===== config.mk =====
export PLATFORM = sky130hd
export DESIGN_NAME = oversampled_async_byte_deframer_top
export DESIGN_NICKNAME = d
export VERILOG_FILES = /design/src/rtl/obd_pkg.sv /design/src/rtl/obd_in_reg.sv /design/src/rtl/obd_decode.sv /design/src/rtl/obd_out_reg.sv /design/src/rtl/oversampled_async_byte_deframer_top.sv
export VERILOG_INCLUDE_DIRS = /design/src /design/src/rtl
export SDC_FILE = /design/constraint.sdc
export NUM_CORES = 1
export LEC_CHECK = 0
export ABC_AREA = 0
export BUFFER_PORTS_ARGS = -buffer_cell sky130_fd_sc_hd__buf_2
export CELL_PAD_IN_SITES_DETAIL_PLACEMENT = 0
export CELL_PAD_IN_SITES_GLOBAL_PLACEMENT = 1
export CORE_MARGIN = 5
export CORE_UTILIZATION = 23
export CTS_BUF_LIST = sky130_fd_sc_hd__clkbuf_4
export DETAILED_ROUTE_END_ITERATION = 7
export GPL_ROUTABILITY_DRIVEN = 0
export GPL_TIMING_DRIVEN = 0
export PLACE_DENSITY_LB_ADDON = 0.1
export SLEW_MARGIN = 30
export SYNTH_ARGS = -nofsm -noshare
export SYNTH_HDL_FRONTEND = slang
export SYNTH_SLANG_ARGS = --single-unit

===== constraint.sdc =====
create_clock -name clk -period 14.18 [get_ports clk]
set_input_delay 1.418 -clock clk [delete_from_list [all_inputs] [get_ports clk]]
set_output_delay 1.418 -clock clk [all_outputs]
set_load 0.02 [all_outputs]

===== src/rtl/oversampled_async_byte_deframer_top_assert.svh =====
`ifndef OVERSAMPLED_ASYNC_BYTE_DEFRAMER_TOP_ASSERT_SVH
`define OVERSAMPLED_ASYNC_BYTE_DEFRAMER_TOP_ASSERT_SVH

// same-cycle implication, checked outside reset
`define OBD_CHECK(name, pre, post) \
  name: assert property (@(posedge clk) disable iff (rst) (pre) |-> (post)) \
    else $error("obd check failed");

// next-cycle implication, checked outside reset
`define OBD_CHECK_NEXT(name, pre, post) \
  name: assert property (@(posedge clk) disable iff (rst) (pre) |=> (post)) \
    else $error("obd next-cycle check failed");

`endif


===== src/rtl/obd_pkg.sv =====
package obd_pkg;

  localparam int MAX_OUT = 64;
  localparam logic [6:0] LIMIT_RESET = 7'd64;
  localparam logic [3:0] STOP_LAST = 4'd10;

  typedef struct packed {
    logic [7:0] raw_byte;
    logic       last_in_packet;
  } raw_item_t;

  typedef struct packed {
    logic [7:0] decoded_byte;
    logic [6:0] byte_count;
    logic       limit_reached;
  } dec_item_t;

  typedef struct packed {
    logic       in_frame;
    logic [3:0] group_index;
    logic [7:0] data_shift;
    logic [6:0] decoded_count;
  } frame_state_t;

  typedef struct packed {
    frame_state_t st;
    logic         emit;
    dec_item_t    item;
  } group_result_t;

  typedef struct packed {
    logic      emit;
    dec_item_t item;
  } dec_step_t;

  // two or more ones out of four, so a tie gives 1
  function automatic logic vote(input logic [3:0] nib);
    logic [2:0] ones;
    ones = {2'b00, nib[0]} + {2'b00, nib[1]} + {2'b00, nib[2]} + {2'b00, nib[3]};
    return (ones >= 3'd2);
  endfunction

  function automatic group_result_t group_step(input frame_state_t st, input logic line_bit,
                                               input logic [6:0] lim);
    group_result_t r;
    logic [6:0]    cnt;
    r      = '0;
    r.st   = st;
    cnt    = st.decoded_count + 7'd1;
    if (st.decoded_count >= lim) begin
      r.emit = 1'b0;
    end else if (!st.in_frame) begin
      if (!line_bit) begin
        r.st.in_frame    = 1'b1;
        r.st.group_index = 4'd0;
        r.st.data_shift  = 8'd0;
      end
    end else begin
      if (!st.group_index[3]) begin
        r.st.data_shift[st.group_index[2:0]] = st.data_shift[st.group_index[2:0]] | line_bit;
      end
      if (st.group_index >= STOP_LAST) begin
        r.emit               = 1'b1;
        r.item.decoded_byte  = r.st.data_shift;
        r.item.byte_count    = cnt;
        r.item.limit_reached = (cnt == lim);
        r.st.in_frame        = 1'b0;
        r.st.group_index     = 4'd0;
        r.st.data_shift      = 8'd0;
        r.st.decoded_count   = cnt;
      end else begin
        r.st.group_index = st.group_index + 4'd1;
      end
    end
    return r;
  endfunction

endpackage


===== src/rtl/obd_in_reg.sv =====
module obd_in_reg
  import obd_pkg::*;
(
  input  logic      clk,
  input  logic      rst,
  input  logic      raw_valid,
  output logic      raw_stall,
  input  raw_item_t raw_item,
  input  logic      advance,
  output logic      hold_valid,
  output raw_item_t hold_item
);

  // full holding register only waits when the result side cannot move
  assign raw_stall = hold_valid && !advance;

  always_ff @(posedge clk) begin
    if (rst) begin
      hold_valid <= 1'b0;
    end else if (!raw_stall) begin
      hold_valid <= raw_valid;
    end
  end

  always_ff @(posedge clk) begin
    if (raw_valid && !raw_stall) begin
      hold_item <= raw_item;
    end
  end

endmodule


===== src/rtl/obd_decode.sv =====
module obd_decode
  import obd_pkg::*;
(
  input  logic       clk,
  input  logic       rst,
  input  logic       cfg_we,
  input  logic [6:0] cfg_data,
  input  logic       hold_valid,
  input  raw_item_t  hold_item,
  input  logic       advance,
  output dec_step_t  step
);

  logic [6:0]    decode_limit;
  logic [6:0]    lim;
  frame_state_t  state;
  group_result_t first;
  group_result_t second;

  // clamp to 1..MAX_OUT
  always_comb begin
    if (decode_limit == 7'd0) begin
      lim = 7'd1;
    end else if ({1'b0, decode_limit} > 8'(MAX_OUT)) begin
      lim = 7'(MAX_OUT);
    end else begin
      lim = decode_limit;
    end
  end

  // first group is the high nibble
  always_comb begin
    first  = group_step(state, vote(hold_item.raw_byte[7:4]), lim);
    second = group_step(first.st, vote(hold_item.raw_byte[3:0]), lim);
  end

  // a frame spans twelve groups, so at most one of the two emits
  assign step.emit = first.emit || second.emit;
  assign step.item = first.emit ? first.item : second.item;

  always_ff @(posedge clk) begin
    if (rst) begin
      decode_limit <= LIMIT_RESET;
    end else if (cfg_we) begin
      decode_limit <= cfg_data;
    end
  end

  always_ff @(posedge clk) begin
    if (rst) begin
      state <= '0;
    end else if (hold_valid && advance) begin
      if (hold_item.last_in_packet) begin
        state <= '0;
      end else begin
        state <= second.st;
      end
    end
  end

endmodule


===== src/rtl/obd_out_reg.sv =====
module obd_out_reg
  import obd_pkg::*;
(
  input  logic      clk,
  input  logic      rst,
  input  logic      hold_valid,
  input  dec_step_t step,
  output logic      advance,
  output logic      dec_valid,
  input  logic      dec_stall,
  output dec_item_t dec_item
);

  assign advance = !dec_valid || !dec_stall;

  always_ff @(posedge clk) begin
    if (rst) begin
      dec_valid <= 1'b0;
    end else if (advance) begin
      dec_valid <= hold_valid && step.emit;
    end
  end

  always_ff @(posedge clk) begin
    if (advance && hold_valid && step.emit) begin
      dec_item <= step.item;
    end
  end

endmodule


===== src/rtl/oversampled_async_byte_deframer_top.sv =====
// 4x oversampled async byte deframer
// raw channel: raw_valid/raw_stall/raw_item carries one byte of eight line
//   samples (first sample in bit 7) and a last_in_packet flag
// dec channel: dec_valid/dec_stall/dec_item carries a recovered byte, the
//   running byte count of the packet and a limit_reached flag
// cfg_we/cfg_data write decode_limit (0 acts as 1, values above 64 act as 64)
// each raw byte gives two majority-voted line bits; a start bit, 8 data bits
//   and 3 stop bits make a frame, so a byte comes out at most once per input
// throughput: one raw byte per cycle while no stalled result holds it back, set by
//   the combinational two-group update of the frame state between holding and result register
// the raw byte that completes a result passes the holding register, then the result register
// once the limit is hit nothing more comes out until last_in_packet clears
//   the frame state and byte count
// reset clears frame state and both valid flags and sets decode_limit to 64
// while dec_stall holds a waiting result the holding register still takes
//   one more raw byte, then raw_stall rises
`include "oversampled_async_byte_deframer_top_assert.svh"

module oversampled_async_byte_deframer_top
  import obd_pkg::*;
(
  input  logic       clk,
  input  logic       rst,
  input  logic       cfg_we,
  input  logic [6:0] cfg_data,
  input  logic       raw_valid,
  output logic       raw_stall,
  input  raw_item_t  raw_item,
  output logic       dec_valid,
  input  logic       dec_stall,
  output dec_item_t  dec_item
);

  logic      advance;
  logic      hold_valid;
  raw_item_t hold_item;
  dec_step_t step;

  obd_in_reg u_in_reg (
    .clk        (clk),
    .rst        (rst),
    .raw_valid  (raw_valid),
    .raw_stall  (raw_stall),
    .raw_item   (raw_item),
    .advance    (advance),
    .hold_valid (hold_valid),
    .hold_item  (hold_item)
  );

  obd_decode u_decode (
    .clk        (clk),
    .rst        (rst),
    .cfg_we     (cfg_we),
    .cfg_data   (cfg_data),
    .hold_valid (hold_valid),
    .hold_item  (hold_item),
    .advance    (advance),
    .step       (step)
  );

  obd_out_reg u_out_reg (
    .clk        (clk),
    .rst        (rst),
    .hold_valid (hold_valid),
    .step       (step),
    .advance    (advance),
    .dec_valid  (dec_valid),
    .dec_stall  (dec_stall),
    .dec_item   (dec_item)
  );

  // back-pressure only comes from a stalled, full result register
  `OBD_CHECK(a_stall_from_output, raw_stall, dec_valid && dec_stall)
  `OBD_CHECK(a_count_nonzero, dec_valid, dec_item.byte_count != 7'd0)
  `OBD_CHECK(a_limit_bound, dec_valid && dec_item.limit_reached, dec_item.byte_count <= 7'(MAX_OUT))
  // a held item with a free result side always moves on
  `OBD_CHECK_NEXT(a_hold_drains, hold_valid && advance && !raw_valid, !hold_valid)

endmodule


Word level (Yosys, flattened, before mapping)
Cells that the tools add are included.
Widths: inputs -> output; s select.

cells by class
  bitwise gates (word level) = 2
  reductions and logical operators = 14
  order comparisons = 11
  mux-type cells = 34
  equal/unequal tests = 2
  add/subtract/negate cells = 10

operator list
  operator             number
  $mux 32              2
  $mux 20              3
  $mux 13              4
  $mux 16              3
  $mux 24              2
  $bwmux 8             2
  $mux 8               2
  $add 7x1->7 const B  2
  $eq 7x7->1           2
  $ge 7x7->1           2
  $mux 7               2
  $add 3x1->3          4
  $add 4x1->4 const B  2
  $ge 4x4->1 const B   2
  $lt 3x4->1 const B   2
  $mux 1               8
  $mux 4               2
  $gt 7x7->1 const B   1
  $logic_and 1x1->1    7
  $logic_not 7->1      1
  $bmux 1 s3           2
  $demux 1 s3          2
  $ge 3x1->1 const B   2
  $ge 3x2->1 const B   2
  4 further kinds      10

storage, ports and cells
  output and inout bits = 18
  register bits after elaboration = 54
  input bits = 21
  word-level logic and storage cells = 85

Longest topological paths before layout
  depth after elaboration = 21
  mapped depth = 22
  mapped depth without buffers = 20

Cells and area by module
From an unflattened synthesis, not the netlist that was laid out.

second synthesis, totals
  cells, all modules = 443
  area, all modules = 3945.0 sq um

modules (own cells, without submodules)
  module       cells an instance  instances  seq. area each (sq um)  area an instance (sq um)
  obd_decode   409                1          540.5                   3100.5
  obd_out_reg  21                 1          500.5                   524.3
  obd_in_reg   13                 1          290.3                   320.3

Worst setup path before layout
OpenSTA, ideal clock, no wires.

  path kind = register to register
  start = reg u_decode.decode_limit[6]
  end = reg, netlist name u_out_reg.dec_item[0]
  data arrival time = 4.352 ns
  buffers on the path = 2
  cell stages (with the launch flop) = 19
  period minus slack after synthesis = 4.748 ns
  required time = 13.784 ns
  slack = 9.432 ns
  setup time = 0.396 ns
  cell sequence = dfxtp_1 clkinv_1 nand2_1 ha_1 and2_4 and3_1 buf_2 a21boi_2 buf_2 a21boi_1 nor2_1 inv_1 ha_1 a21o_1 a31oi_1 o21ai_1 nor2_2 nand2_1 a21oi_1

between the ends
  cells in the longest elaborated chain, start to end = 11
  elaborated cells on any way between the ends = 14
  classes of those cells = order compare: 4; mux: 7; reduce/logical: 3

ends and longest elaborated chain
  item                    line               text
  start, declared         obd_decode.sv:14   logic [6:0] decode_limit;
  start signal, assigned  obd_decode.sv:45   decode_limit <= cfg_data;
  $gt 7x7->1              obd_decode.sv:24   end else if ({1'b0, decode_limit} > 8'(MAX_OUT)) begin
  $mux 7                  obd_decode.sv:24
  $mux 7 *                obd_decode.sv:22   if (decode_limit == 7'd0) begin
  $ge 7x7->1              obd_pkg.sv:50      if (st.decoded_count >= lim) begin
  $mux 20                 obd_pkg.sv:50
  $ge 4x4->1              obd_pkg.sv:62      if (st.group_index >= STOP_LAST) begin
  $mux 32                 obd_pkg.sv:62
  $mux 24                 obd_pkg.sv:52      end else if (!st.in_frame) begin
  $mux 1                  obd_pkg.sv:50
  $logic_or 1x1->1 *      obd_decode.sv:38   assign step.emit = first.emit || second.emit;
  $logic_and 1x1->1 *     obd_out_reg.sv:25  if (advance && hold_valid && step.emit) begin

Every way passes the cells marked *; elsewhere a longest branch is shown, timed or not.
A chain may end at the register's enable or synchronous reset.

==> impl_metrics.ini <==
[yosys]
netlist_instances = 481
synthArstFlopShare_pct = 0
synth-edff-count = 25
synth_xor_area_share_pct = 4.025
synth_compound_area_share_pct = 26.85
synth_nets = 528
synth_top_family_by_area = compound AO/OA/AOI/OAI gates
synth_fa_ha_area_share_pct = 7.869
yosysWarnings = 0
synth_most_common_cell = nand2_1
synth_area_leaders = edfxtp_1 18%, dfxtp_1 14%, ha_1 7.9%
synth_top_area_share_pct = 18.16
synth_common_cells = 52 x nand2_1, 39 x nor2_1, 34 x o21ai_0
ys_ff_latch = 54
synth-simple-area-share_pct = 18.16
ys_seq_area_share_pct = 32.20
synth.largest_area_cell = edfxtp_1
synth.cell_area_mm2 = 0.004134
synth_cell_types = 70
synth_mux_area_share_pct = 6.084
syn_area_per_cell_um2 = 8.595
synthFlopType = dfxtp_1

[timing]
fin_skew_ps = 17.13
clock.fmax_mhz = 163.4
worst_hold_slack_ps = 520.6
tightestPinTransition_ps = 783.3
hold_viol_final = 0
fin_tns_setup_ps = 0
fin_crit_sh_pct = 43.15
rsz0062_at_grt = false
min_period_ps = 6119
relSlewSlack_pct = 47.43
finalSetupViolCount = 0
slew_violations = 0

[floorplan]
dieHeight_um = 144.1
rows = 49
start_util_pct = 23.17
die-area_mm2 = 0.02075
die_x_um = 144.1
ios = 39
core_mm2 = 0.01784

[cts]
cts_sinks = 54
clk_pin_slew_ps = 180
holdBufCountCts = 0
cts_setup_buffers = 0
cts_buffer_depth = 2
clkLatencyLatePin_ps = 430
cts-buffers-inserted = 5
cts_tree = done
cts_root_buf = clkbuf_4
cts_resized = 0
htreeDepth = 2

[detailed_routing]
drt-initial-drc-count = 241
viasPerCell = 5.030
drt_wl_total_mm = 13.74
dr.pass1.iters = 5
drtAntennaViolNets = 0
drc_errors = 0
via_count = 3808
wire_per_inst_um = 18.15

[run]
drv_cap = 0

[global_routing]
overflow = 0
grt_max_degree = 18
antenna_found_initial = 1
grt_pass1_wl_mm = 22.16
grt.total_usage_pct = 13.90
grt_pass1_vias = 3796

[finish]
fillCellCount = 1936
finalNonFillerCells = 757
drive_above_1_share_pct = 15.78
finalNetCount = 572
fin_util_pct = 26.36
syn_to_final_growth_pct = 13.74

[setup_path]
end_kind = flop
crit_arrival_ps = 6340
worst-path-max-fanout = 10
worstSetupPathType = flop to flop
required_ps = 14400
worst_setup_path_start_kind = flop

[hold_path]
hold_class = flop to flop

[pwr]
leakage_nw = 1.754
p_per_area_mw_per_mm2 = 67.69
finalPower_w = 0.0003183
irDropWorstVdd_mv = 0.03201

[placed_design]
dp.cells = 747
io_buffers = 36
place_hpwl_mm = 10.74

[status]
status = complete, no violations
cell families (layout without fill, tap and decap cells):
kind of cell / count (synthesis) / count (layout)
AO/OA/AOI/OAI: 155 / 155
other: 0 / 2
multiplexers: 21 / 21
adder cells (fa/ha/maj): 26 / 26
AND/OR/NAND/NOR: 159 / 159
buffers and inverters: 47 / 92
XOR/XNOR: 19 / 19
flip-flops: 54 / 54
stage by stage:
step	area, um^2	setup slack [ps]
2_1_floorplan	4134	9432
3_3_place_gp	4601	7340
3_5_place_dp	4639	8004
4_1_cts	4697	7971
5_1_grt	4702	7605
6_report	4702	8061
layout by cell type (no fill, tap or decap), types with 15 or more instances in the layout:
| cell | n |
|---|---|
| xnor2_1 | 16 |
| ha_1 | 26 |
| edfxtp_1 | 25 |
| a21oi_1 | 27 |
| nor2_1 | 39 |
| clkbuf_1 | 15 |
| nor3_1 | 17 |
| inv_1 | 15 |
| o21ai_0 | 34 |
| mux2i_1 | 18 |
| buf_2 | 45 |
| dfxtp_1 | 29 |
| nand2_1 | 52 |
worst max-delay path, cell delays in order (launching register included):
cell      delay, ps
dfxtp_1         530
clkinv_1        360
nand2_1         430
ha_1            310
and2_4          190
and3_1          170
buf_2           180
a211oi_1        420
nor2_1           70
a21oi_1         170
inv_1           130
ha_1            310
nor2b_1          40
o21ai_0         250
a31oi_1         120
o21ai_1         630
nor2_2          180
nand2_1         370
clkbuf_1        600
o22ai_1         180
a21o_1          210
report_power, final:
group | switching (W) | internal (W)
sequential | 0.00000395 | 0.000167
combinational | 0.0000459 | 0.0000241
clock | 0.0000582 | 0.0000195
total | 0.000108 | 0.000210
sequential cells by signal (all words and copies together), names as in the netlist:
signal                 flops
u_decode.state            20
u_out_reg.dec_item        16
u_in_reg.hold_valid        1
u_out_reg.dec_valid        1
u_decode.decode_limit      7
u_in_reg.hold_item         9
per-layer routing:
metal  routed length [um]  track usage, %  share of wire (%)
met5                    0               0                  0
met4                  153           3.171                1.1
met3                  573           2.513                4.2
met2                 5880           21.19                 43
met1                 7133           20.41                 52
final cells by class:
cell class                 count  area, um^2  area share [%]
multi-input combinational    380        2615           55.61
sequential                    54        1331           28.31
tap                          229       286.5           6.094
timing repair buffer          37       207.7           4.417
buffer                        28       127.6           2.714
inverter                      19       71.32           1.517
clock buffer                   5       37.54          0.7983
clock inverter                 3       20.02          0.4258
antenna                        2       5.005          0.1064
worst paths after layout:
| kind | to | slack, ps | startpoint | cells after the start |
|---|---|---|---|---|
| min | u_decode.decode_limit[0] | 520 | u_decode.decode_limit[0] | 2 |
| min reg2reg | u_decode.decode_limit[0] | 520 | u_decode.decode_limit[0] | 2 |
| max | u_out_reg.dec_item[3] | 8060 | u_decode.decode_limit[6] | 20 |
| max reg2reg | u_out_reg.dec_item[3] | 8060 | u_decode.decode_limit[6] | 20 |
Power figures use the tool's default switching activity.
